### src/hw/rtl/sal_pkg.sv
// Shared types and constants for the shelf atlas allocator.
// No dependencies; imported by sal_ifs, sal_ctrl and the top level.
package sal_pkg;

    localparam int GLYPH_W     = 10;
    localparam int STATUS_W    = 2;
    localparam int PAGE_IDX_W  = 4;
    localparam int COORD_W     = 10;
    localparam int PAGE_EXT_W  = 8;

    localparam int DEF_PAGE_SIZE = 1024;
    localparam int DEF_MAX_PAGES = 16;
    localparam int DEF_PADDING   = 1;

    typedef logic [STATUS_W-1:0] status_t;

    localparam status_t ST_PLACED = 2'd0;
    localparam status_t ST_EMPTY  = 2'd1;
    localparam status_t ST_FULL   = 2'd2;

    typedef struct packed {
        status_t                 status;
        logic [PAGE_IDX_W-1:0]   page_index;
        logic                    page_opened;
        logic [COORD_W-1:0]      cell_x;
        logic [COORD_W-1:0]      cell_y;
    } result_t;

endpackage

### src/hw/rtl/sal_ifs.sv
// Channel interfaces: glyph size requests in, cell placements out.
// Depends on sal_pkg.
interface sal_glyph_if
    import sal_pkg::*;
();
    logic               valid;
    logic               ready;
    logic [GLYPH_W-1:0] glyph_width;
    logic [GLYPH_W-1:0] glyph_height;

    modport source (output valid, output glyph_width, output glyph_height, input ready);
    modport sink   (input valid, input glyph_width, input glyph_height, output ready);
endinterface

interface sal_cell_if
    import sal_pkg::*;
();
    logic                  valid;
    logic                  ready;
    status_t               status;
    logic [PAGE_IDX_W-1:0] page_index;
    logic                  page_opened;
    logic [COORD_W-1:0]    cell_x;
    logic [COORD_W-1:0]    cell_y;

    modport source (output valid, output status, output page_index, output page_opened,
                    output cell_x, output cell_y, input ready);
    modport sink   (input valid, input status, input page_index, input page_opened,
                    input cell_x, input cell_y, output ready);
endinterface

### src/hw/rtl/sal_shelf_mem.sv
// Per-page shelf state memory: one write port, one read port, registered read.
// No dependencies.
module sal_shelf_mem #(
    parameter int DEPTH  = 16,
    parameter int ADDR_W = 4,
    parameter int DATA_W = 33
) (
    input  logic              clk,
    input  logic              rd_en,
    input  logic [ADDR_W-1:0] rd_addr,
    output logic [DATA_W-1:0] rd_data,
    input  logic              wr_en,
    input  logic [ADDR_W-1:0] wr_addr,
    input  logic [DATA_W-1:0] wr_data
);

    logic [DATA_W-1:0] mem [DEPTH];
    logic [DATA_W-1:0] rd_data_reg;

    always_ff @(posedge clk)
    begin
        if (wr_en)
        begin
            mem[wr_addr] <= wr_data;
        end
    end

    always_ff @(posedge clk)
    begin
        if (rd_en)
        begin
            rd_data_reg <= mem[rd_addr];
        end
    end

    assign rd_data = rd_data_reg;

endmodule

### src/hw/rtl/sal_fit.sv
// Fit check and updated shelf for one page entry against one padded cell.
// No dependencies.
module sal_fit #(
    parameter int CW        = 11,
    parameter int AW        = 13,
    parameter int PAGE_SIZE = 1024
) (
    input  logic [CW-1:0] cur,
    input  logic [CW-1:0] top,
    input  logic [CW-1:0] hgt,
    input  logic [CW-1:0] cw,
    input  logic [CW-1:0] ch,
    output logic          fits,
    output logic [CW-1:0] x,
    output logic [CW-1:0] y,
    output logic [CW-1:0] new_cur,
    output logic [CW-1:0] new_top,
    output logic [CW-1:0] new_hgt
);

    logic [AW-1:0] sum_x;
    logic [AW-1:0] base;
    logic [AW-1:0] nx;
    logic [AW-1:0] bottom;
    logic          new_shelf;

    always_comb
    begin
        sum_x     = AW'(cur) + AW'(cw);
        base      = AW'(top) + AW'(hgt);
        new_shelf = (sum_x > AW'(PAGE_SIZE)) || (hgt < ch);
        nx        = new_shelf ? AW'(cw) : sum_x;
        bottom    = new_shelf ? base + AW'(ch) : base;
        fits      = (nx <= AW'(PAGE_SIZE)) && (bottom <= AW'(PAGE_SIZE));
        x         = new_shelf ? '0 : cur;
        y         = new_shelf ? CW'(base) : top;
        new_cur   = CW'(nx);
        new_top   = y;
        new_hgt   = new_shelf ? ch : hgt;
    end

endmodule

### src/hw/rtl/sal_ctrl.sv
// Request sequencer: classifies a glyph, scans pages newest first through the
// shelf memory, opens pages and writes back the updated shelf. Depends on sal_pkg.
module sal_ctrl
    import sal_pkg::*;
#(
    parameter int PAGE_SIZE = DEF_PAGE_SIZE,
    parameter int MAX_PAGES = DEF_MAX_PAGES,
    parameter int PADDING   = DEF_PADDING,
    parameter int CW        = $clog2(PAGE_SIZE) + 1,
    parameter int IW        = (MAX_PAGES > 1) ? $clog2(MAX_PAGES) : 1
) (
    input  logic          clk,
    input  logic          rst_n,
    sal_glyph_if.sink     req,
    output logic          res_valid,
    output result_t       res,
    input  logic          res_take,
    output logic          rd_en,
    output logic [IW-1:0] rd_addr,
    input  logic [3*CW-1:0] rd_data,
    output logic          wr_en,
    output logic [IW-1:0] wr_addr,
    output logic [3*CW-1:0] wr_data
);

    localparam int AW = (CW + 2 > 12) ? CW + 2 : 12;
    localparam int PW = $clog2(MAX_PAGES + 1);

    localparam logic [1:0] S_IDLE = 2'd0;
    localparam logic [1:0] S_SCAN = 2'd1;
    localparam logic [1:0] S_OPEN = 2'd2;
    localparam logic [1:0] S_DONE = 2'd3;

    logic [1:0]    state_reg, state_next;
    logic [CW-1:0] cw_reg, cw_next;
    logic [CW-1:0] ch_reg, ch_next;
    logic [IW-1:0] pend_reg, pend_next;
    logic [PW-1:0] open_cnt_reg, open_cnt_next;
    result_t       res_reg, res_next;

    logic [AW-1:0] cw_full;
    logic [AW-1:0] ch_full;
    logic          is_empty;
    logic          too_big;

    logic          fits;
    logic [CW-1:0] fx, fy, f_cur, f_top, f_hgt;
    logic [AW-1:0] fx_ext, fy_ext;
    logic [PAGE_EXT_W-1:0] pend_ext, open_ext;

    sal_fit #(
        .CW        (CW),
        .AW        (AW),
        .PAGE_SIZE (PAGE_SIZE)
    ) u_fit (
        .cur     (rd_data[3*CW-1:2*CW]),
        .top     (rd_data[2*CW-1:CW]),
        .hgt     (rd_data[CW-1:0]),
        .cw      (cw_reg),
        .ch      (ch_reg),
        .fits    (fits),
        .x       (fx),
        .y       (fy),
        .new_cur (f_cur),
        .new_top (f_top),
        .new_hgt (f_hgt)
    );

    assign cw_full  = AW'(req.glyph_width) + AW'(2 * PADDING);
    assign ch_full  = AW'(req.glyph_height) + AW'(2 * PADDING);
    assign is_empty = (req.glyph_width == '0) || (req.glyph_height == '0);
    assign too_big  = (cw_full > AW'(PAGE_SIZE)) || (ch_full > AW'(PAGE_SIZE));
    assign fx_ext   = AW'(fx);
    assign fy_ext   = AW'(fy);
    assign pend_ext = PAGE_EXT_W'(pend_reg);
    assign open_ext = PAGE_EXT_W'(open_cnt_reg);

    assign req.ready = (state_reg == S_IDLE);
    assign res_valid = (state_reg == S_DONE);
    assign res       = res_reg;

    always_comb
    begin
        state_next    = state_reg;
        cw_next       = cw_reg;
        ch_next       = ch_reg;
        pend_next     = pend_reg;
        open_cnt_next = open_cnt_reg;
        res_next      = res_reg;
        rd_en         = 1'b0;
        rd_addr       = '0;
        wr_en         = 1'b0;
        wr_addr       = '0;
        wr_data       = '0;

        unique case (state_reg)
            S_IDLE:
            begin
                if (req.valid)
                begin
                    cw_next  = CW'(cw_full);
                    ch_next  = CW'(ch_full);
                    res_next = '0;
                    if (is_empty)
                    begin
                        res_next.status = ST_EMPTY;
                        state_next      = S_DONE;
                    end
                    else if (too_big)
                    begin
                        res_next.status = ST_FULL;
                        state_next      = S_DONE;
                    end
                    else if (open_cnt_reg == '0)
                    begin
                        state_next = S_OPEN;
                    end
                    else
                    begin
                        rd_en      = 1'b1;
                        rd_addr    = IW'(open_cnt_reg - PW'(1));
                        pend_next  = IW'(open_cnt_reg - PW'(1));
                        state_next = S_SCAN;
                    end
                end
            end
            S_SCAN:
            begin
                // speculative read of the next older page
                rd_en   = (pend_reg != '0);
                rd_addr = pend_reg - IW'(1);
                if (fits)
                begin
                    wr_en                = 1'b1;
                    wr_addr              = pend_reg;
                    wr_data              = {f_cur, f_top, f_hgt};
                    res_next.status      = ST_PLACED;
                    res_next.page_index  = pend_ext[PAGE_IDX_W-1:0];
                    res_next.page_opened = 1'b0;
                    res_next.cell_x      = fx_ext[COORD_W-1:0];
                    res_next.cell_y      = fy_ext[COORD_W-1:0];
                    state_next           = S_DONE;
                end
                else if (pend_reg == '0)
                begin
                    state_next = S_OPEN;
                end
                else
                begin
                    pend_next = pend_reg - IW'(1);
                end
            end
            S_OPEN:
            begin
                res_next = '0;
                if (open_cnt_reg >= PW'(MAX_PAGES))
                begin
                    res_next.status = ST_FULL;
                end
                else
                begin
                    wr_en                = 1'b1;
                    wr_addr              = IW'(open_cnt_reg);
                    wr_data              = {cw_reg, {CW{1'b0}}, ch_reg};
                    res_next.status      = ST_PLACED;
                    res_next.page_index  = open_ext[PAGE_IDX_W-1:0];
                    res_next.page_opened = 1'b1;
                    open_cnt_next        = open_cnt_reg + PW'(1);
                end
                state_next = S_DONE;
            end
            S_DONE:
            begin
                if (res_take)
                begin
                    state_next = S_IDLE;
                end
            end
            default:
            begin
                state_next = S_IDLE;
            end
        endcase
    end

    always_ff @(posedge clk or negedge rst_n)
    begin
        if (!rst_n)
        begin
            state_reg    <= S_IDLE;
            open_cnt_reg <= '0;
        end
        else
        begin
            state_reg    <= state_next;
            open_cnt_reg <= open_cnt_next;
        end
    end

    always_ff @(posedge clk)
    begin
        cw_reg   <= cw_next;
        ch_reg   <= ch_next;
        pend_reg <= pend_next;
        res_reg  <= res_next;
    end

endmodule

### src/hw/rtl/shelf_atlas_allocator_core.sv
// Top level of the shelf atlas allocator: sequencer, shelf memory, output stage.
// Depends on sal_pkg, sal_ifs, sal_shelf_mem, sal_ctrl, sal_fit.
//
//  port  dir  transaction
//  ----  ---  ---------------------------------------------------------------
//  req   in   glyph_width, glyph_height
//  rsp   out  status, page_index, page_opened, cell_x, cell_y
//
// One request at a time. The accept cycle reads the newest page, then one page
// per cycle is checked from the newest down until one fits; if none fits, or no
// page is open, the open step opens a page or reports full. Empty or oversize
// glyphs skip the scan and go straight to the done state.
// Reset clears state, page count, rsp valid; entries are written as pages open.
// The output register lets a new request be accepted while rsp is stalled.
module shelf_atlas_allocator_core
    import sal_pkg::*;
#(
    parameter int PAGE_SIZE = DEF_PAGE_SIZE,
    parameter int MAX_PAGES = DEF_MAX_PAGES,
    parameter int PADDING   = DEF_PADDING
) (
    input  logic       clk,
    input  logic       rst_n,
    sal_glyph_if.sink  req,
    sal_cell_if.source rsp
);

    localparam int CW = $clog2(PAGE_SIZE) + 1;
    localparam int IW = (MAX_PAGES > 1) ? $clog2(MAX_PAGES) : 1;

    logic            res_valid;
    result_t         res;
    logic            res_take;
    logic            rd_en;
    logic [IW-1:0]   rd_addr;
    logic [3*CW-1:0] rd_data;
    logic            wr_en;
    logic [IW-1:0]   wr_addr;
    logic [3*CW-1:0] wr_data;

    logic    out_valid_reg, out_valid_next;
    result_t out_res_reg;

    sal_ctrl #(
        .PAGE_SIZE (PAGE_SIZE),
        .MAX_PAGES (MAX_PAGES),
        .PADDING   (PADDING),
        .CW        (CW),
        .IW        (IW)
    ) u_ctrl (
        .clk       (clk),
        .rst_n     (rst_n),
        .req       (req),
        .res_valid (res_valid),
        .res       (res),
        .res_take  (res_take),
        .rd_en     (rd_en),
        .rd_addr   (rd_addr),
        .rd_data   (rd_data),
        .wr_en     (wr_en),
        .wr_addr   (wr_addr),
        .wr_data   (wr_data)
    );

    sal_shelf_mem #(
        .DEPTH  (MAX_PAGES),
        .ADDR_W (IW),
        .DATA_W (3 * CW)
    ) u_mem (
        .clk     (clk),
        .rd_en   (rd_en),
        .rd_addr (rd_addr),
        .rd_data (rd_data),
        .wr_en   (wr_en),
        .wr_addr (wr_addr),
        .wr_data (wr_data)
    );

    assign res_take = res_valid && (!out_valid_reg || rsp.ready);

    always_comb
    begin
        out_valid_next = out_valid_reg;
        if (res_take)
        begin
            out_valid_next = 1'b1;
        end
        else if (rsp.ready)
        begin
            out_valid_next = 1'b0;
        end
    end

    always_ff @(posedge clk or negedge rst_n)
    begin
        if (!rst_n)
        begin
            out_valid_reg <= 1'b0;
        end
        else
        begin
            out_valid_reg <= out_valid_next;
        end
    end

    always_ff @(posedge clk)
    begin
        if (res_take)
        begin
            out_res_reg <= res;
        end
    end

    assign rsp.valid       = out_valid_reg;
    assign rsp.status      = out_res_reg.status;
    assign rsp.page_index  = out_res_reg.page_index;
    assign rsp.page_opened = out_res_reg.page_opened;
    assign rsp.cell_x      = out_res_reg.cell_x;
    assign rsp.cell_y      = out_res_reg.cell_y;

    a_one_at_a_time: assert property (@(posedge clk) disable iff (!rst_n)
        req.valid && req.ready |=> !req.ready)
        else $error("request accepted while another is in flight");

    a_status_code: assert property (@(posedge clk) disable iff (!rst_n)
        rsp.valid |-> (rsp.status == ST_PLACED || rsp.status == ST_EMPTY
                       || rsp.status == ST_FULL))
        else $error("undefined status code");

    a_unplaced_zero: assert property (@(posedge clk) disable iff (!rst_n)
        rsp.valid && rsp.status != ST_PLACED |-> rsp.page_index == '0
            && !rsp.page_opened && rsp.cell_x == '0 && rsp.cell_y == '0)
        else $error("unplaced transaction carries nonzero fields");

    a_new_page_origin: assert property (@(posedge clk) disable iff (!rst_n)
        rsp.valid && rsp.page_opened |-> rsp.status == ST_PLACED
            && rsp.cell_x == '0 && rsp.cell_y == '0)
        else $error("new page placement not at origin");

    a_mem_ports_apart: assert property (@(posedge clk) disable iff (!rst_n)
        wr_en && rd_en |-> wr_addr != rd_addr)
        else $error("shelf memory read and write collide");

endmodule
### src/flat_wrapper.sv
// flat-port wrapper written by rule: the top's interface ports become plain ports
module shelf_atlas_allocator_core_flat import sal_pkg::*;
#(
    parameter int PAGE_SIZE = DEF_PAGE_SIZE,
    parameter int MAX_PAGES = DEF_MAX_PAGES,
    parameter int PADDING   = DEF_PADDING
)
  (clk, rst_n, req_valid, req_glyph_width, req_glyph_height, req_ready, rsp_valid, rsp_status, rsp_page_index, rsp_page_opened, rsp_cell_x, rsp_cell_y, rsp_ready);
  sal_glyph_if req_i ();
  sal_cell_if rsp_i ();
  input  logic clk;
  input  logic rst_n;
  input wire logic [$bits(req_i.valid)-1:0] req_valid;
  input wire logic [$bits(req_i.glyph_width)-1:0] req_glyph_width;
  input wire logic [$bits(req_i.glyph_height)-1:0] req_glyph_height;
  output wire logic [$bits(req_i.ready)-1:0] req_ready;
  output wire logic [$bits(rsp_i.valid)-1:0] rsp_valid;
  output wire logic [$bits(rsp_i.status)-1:0] rsp_status;
  output wire logic [$bits(rsp_i.page_index)-1:0] rsp_page_index;
  output wire logic [$bits(rsp_i.page_opened)-1:0] rsp_page_opened;
  output wire logic [$bits(rsp_i.cell_x)-1:0] rsp_cell_x;
  output wire logic [$bits(rsp_i.cell_y)-1:0] rsp_cell_y;
  input wire logic [$bits(rsp_i.ready)-1:0] rsp_ready;
  assign req_i.valid = req_valid;
  assign req_i.glyph_width = req_glyph_width;
  assign req_i.glyph_height = req_glyph_height;
  assign req_ready = req_i.ready;
  assign rsp_valid = rsp_i.valid;
  assign rsp_status = rsp_i.status;
  assign rsp_page_index = rsp_i.page_index;
  assign rsp_page_opened = rsp_i.page_opened;
  assign rsp_cell_x = rsp_i.cell_x;
  assign rsp_cell_y = rsp_i.cell_y;
  assign rsp_i.ready = rsp_ready;
  shelf_atlas_allocator_core #(.PAGE_SIZE(PAGE_SIZE), .MAX_PAGES(MAX_PAGES), .PADDING(PADDING)) u_core (.clk(clk), .rst_n(rst_n), .req(req_i), .rsp(rsp_i));
endmodule
### config.mk
export PLATFORM = sky130hd
export DESIGN_NAME = shelf_atlas_allocator_core_flat
export DESIGN_NICKNAME = d
export VERILOG_FILES = /design/src/hw/rtl/sal_pkg.sv /design/src/hw/rtl/sal_ifs.sv /design/src/hw/rtl/sal_shelf_mem.sv /design/src/hw/rtl/sal_fit.sv /design/src/hw/rtl/sal_ctrl.sv /design/src/hw/rtl/shelf_atlas_allocator_core.sv /design/src/flat_wrapper.sv
export SDC_FILE = /design/constraint.sdc
export NUM_CORES = 1
export LEC_CHECK = 0
export BUFFER_PORTS_ARGS = -buffer_cell sky130_fd_sc_hd__buf_2
export CORE_ASPECT_RATIO = 1.5
export CORE_MARGIN = 2
export CORE_UTILIZATION = 63
export CTS_BUF_LIST = sky130_fd_sc_hd__clkbuf_4 sky130_fd_sc_hd__clkbuf_8 sky130_fd_sc_hd__clkbuf_16
export DETAILED_ROUTE_END_ITERATION = 10
export PLACE_DENSITY = 0.8
export SLEW_MARGIN = 20
export SYNTH_ARGS = -nofsm -noshare
export SYNTH_HDL_FRONTEND = slang
export SYNTH_SLANG_ARGS = --single-unit
### constraint.sdc
create_clock -name clk -period 8.72 [get_ports clk]
set_input_delay 0.436 -clock clk [delete_from_list [all_inputs] [get_ports clk]]
set_output_delay 0.436 -clock clk [all_outputs]
set_load 0.01 [all_outputs]
==> metrics.log <==
INFO  metric power.switching_fraction = 39.9%
INFO  metric ys_dominant_reg_cell = edfxtp_1
INFO  metric final.min_clock_period = between 6 and 7 ns
INFO  metric timing.final.setup_violations = 0
INFO  metric synthToLayoutAreaGrowth = 11.3%
INFO  metric synthesis.instances = ~1,900
INFO  metric seqPwrFrac = 36.5%
INFO  metric largest_register_ff_count = 528
INFO  metric fp.dieH = approximately 260 um
INFO  metric clock_latency = 0.61 ns
INFO  metric share_of_the_clock_period_used_by_the_worst_path_after_layout = 75.9%
INFO  metric hold_class = in -> reg
INFO  metric sequential_share_of_the_synthesized_area = 71.1%
INFO  metric globalRouteTotalUtil = between 20 and 30%
INFO  metric drt-wirelength-per-cell = 26.4 um
INFO  metric r2r_slack = about 2.1 ns
INFO  metric edff_count_synth = roughly 640
INFO  metric yosysTopAreaCell = edfxtp_1
INFO  metric tritoncts = built
INFO  metric drc = 0
INFO  metric post-synth-top-count-cell = edfxtp_1
INFO  metric route.final.wire_length = 66.9 mm
INFO  metric required = 8.96 ns
INFO  metric dr.first_iter.drc_count = 1,926
INFO  metric total_switching_power = 5020 uW
INFO  metric pre_cts_ws = between 2 and 2.5 ns
INFO  metric maxCapViolations = 0
INFO  metric clock_root_buffer = clkbuf_16
INFO  metric final-hold-violation-count = 0
INFO  metric cts_max_path_buffers = 3
INFO  metric cell_int_power = 7560 uW
INFO  metric ys_ff_latch = 649
INFO  metric power_frac_comb = roughly 44%
INFO  metric cellPowerDensity = ~410 nW/um^2
INFO  metric synth.lib_cells_used.distinct = 73
INFO  metric ctsHtreeMaxLevel = 2
INFO  metric numCtsBuffers = 54
INFO  metric coreArea = 42,900 sq um
INFO  metric cts.sinks = between 600 and 700
INFO  metric worstPathMaxFanout = 23
INFO  metric first_pass_grt_wire_length = 99.4 mm
INFO  metric final_max_slew_viol_count = 0
INFO  metric num_rows = 93
INFO  metric setup_tns = 0 ns
INFO  metric gp_routability_congestion = 0.954
INFO  metric floorplan.initialDensity = 63.7%
INFO  metric dr.pass1.iters = 6
INFO  metric insertedDiodeCount = 0
INFO  metric syn-cell-area = 27,400 sq um
INFO  metric total_leakage_power = 0.0111 uW
INFO  metric via_count = 16,800
INFO  metric average_instance_area_after_synthesis = 14.8 sq um
INFO  metric residual_overflow_from_global_routing = 0
INFO  metric regArea = 19,400 sq um
INFO  metric clock_transition_time_at_the_flip_flop_clock_pins_of_the_worst_setup_and_hold_paths = 0.07 ns
INFO  metric multi_input_comb_area = 7620 sq um
INFO  metric synth-async-reset-ratio = about 1.2%
INFO  metric via_count_of_the_first_global_routing_pass = about 17,000
INFO  metric synthTopCellsByCount = 641 x edfxtp_1, 298 x nand2_1, 147 x mux2i_1, 132 x a32oi_1, 64 x clkbuf_1
INFO  metric avgViaCountPerCell = 6.64
INFO  metric layout_setup_ws = 2.10 ns
INFO  metric synthesis_warnings = 0
INFO  metric maximum_number_of_pins_on_one_net_before_global_route_repair = 120
INFO  metric post_route_cells_drive_above_1_share = roughly 12%
INFO  metric status = finished, final reports clean
INFO  metric fmaxAchievable = 151 MHz
INFO  metric pwr-share-clk = slightly below 20%
INFO  metric critical_path.endpoint_type = flip-flop
INFO  metric synth_top_cell_area_share = 70.3%
INFO  metric criticalPathCategory = reg -> reg
INFO  metric worstMarginPinSlew = approximately 1.1 ns
INFO  metric critPathArrivalTime = 6.86 ns
INFO  metric ys_top_cells_by_area = edfxtp_1 70%, mux2i_1 5.4%, a32oi_1 4.2%
INFO  metric x_dimension_of_the_die = about 170 um
INFO  metric finalHoldWorstSlack = 0.0781 ns
INFO  metric fillers = 2,582
INFO  metric startpoint_type = flip-flop
INFO  metric synthesis.nets = 1,931
INFO  metric ir_drop_worst_vdd = 0.271 mV
INFO  metric top_level_ports = 53
INFO  metric design.die.area = 45,200 sq um
INFO  metric place.detailed.hpwl = 41.2 mm
INFO  metric layout.core_utilization = a little under three quarters
INFO  metric io_buffers = 52
INFO  metric nNetsFinal = 1,996
INFO  metric worst_slew_margin_relative_to_its_limit = 24.3%
INFO  metric worst_clock_skew = 0.0202 ns
INFO  metric initial_antenna_violation_count = 2
INFO  metric postRouteAntennaNets = 0
INFO  metric rsz_0062_raised_after_global_routing = false
==> layout by cell type (no fill, tap or decap), types with 9 or more instances in the layout <==
master,n
a21o_1,19
a21oi_1,26
a22o_1,20
a32oi_1,132
and3_1,15
and4_1,34
buf_2,52
buf_4,39
clkbuf_16,54
clkbuf_4,9
clkinv_1,9
clkinv_2,14
edfxtp_1,641
ha_1,54
inv_1,45
mux2i_1,147
nand2_1,297
nand2b_1,13
nand3_1,19
nor2_1,51
nor3_1,25
nor4_1,11
o21ai_0,19
xnor2_1,24
xor2_1,16
==> area by class of cell <==
type,count,share of cell area [%]
well taps,570,2.34
multi-input cells,1067,25.0
flip-flops and latches,649,63.9
clock inverters,38,1.34
repair buffers,97,2.23
inverters,46,0.567
clock buffers,63,4.66
==> per-layer routing <==
metal	GRT usage, %	vias up	part of all wire [%]
li1	-	7337	-
met1	36.0	8344	36
met2	50.9	923	51
met3	4.76	192	7.8
met4	15.8	4	5.6
met5	0	-	0.034
==> metrics by stage <==
stage | total power (uW) | cell area, sq um | std cells
2_1_floorplan | 8200 | 27400 | 1850
3_3_place_gp | 9820 | 28500 | 2425
3_5_place_dp | 10000 | 28600 | 2427
4_1_cts | 12500 | 30400 | 2529
5_1_grt | 13100 | 30500 | 2530
6_report | 12600 | 30500 | 2530
==> what timing repair did <==
item / in CTS / in global routing
endpoints found under the hold margin: 8 / 0
setup buffers: 0 / 0
hold buffers: 1 / 0
gates resized for setup: 0 / 0
==> kinds of logic after synthesis <==
logic type	after synthesis	synth area share (%)
buffers and inverters	134	1.94
muxes	151	5.54
adders and majority gates	57	2.69
xor gates and xnor gates	40	1.28
DFF	649	71.1
and+or+nand+nor	534	9.24
AOI/OAI and AO/OA	285	8.26
==> power by group through the flow <==
stage | registers (uW) | logic [uW] | clock network, uW
2_1_floorplan | 4610 | 3580 | 0
3_3_place_gp | 4630 | 5190 | 0
3_5_place_dp | 4660 | 5350 | 0
4_1_cts | 4600 | 5390 | 2500
5_1_grt | 4630 | 5880 | 2620
6_report | 4600 | 5490 | 2490
==> critical path, cell delays in order, from the launching register on <==
cell	delay [ns]
edfxtp_1	0.38
ha_1	0.18
inv_1	0.06
fa_1	0.45
nand2b_1	0.19
a21oi_1	0.40
mux2i_1	0.29
nand3_1	0.14
ha_1	0.28
or3_1	0.37
o211a_1	0.23
nor2_1	0.11
mux2_2	0.33
a41oi_1	0.17
o22a_1	0.77
nand4_1	0.56
a211oi_4	0.80
buf_4	0.51
==> final timing paths <==
check,depth (start not counted),startpoint,end
setup reg to reg,17,u_core.u_mem.rd_data[0],u_core.u_mem.mem[4][1]
max in group asynchronous,2,rst_n,u_core.u_ctrl.state_reg[0]
min in group asynchronous,2,rst_n,u_core.u_ctrl.state_reg[1]
hold / removal,1,req_glyph_width[0],u_core.u_ctrl.cw_reg[0]
hold reg to reg,0,u_core.u_ctrl.res[2],u_core.rsp.cell_y[2]
setup / recovery,17,u_core.u_mem.rd_data[0],u_core.u_mem.mem[4][1]
Power figures use the tool's default switching activity.
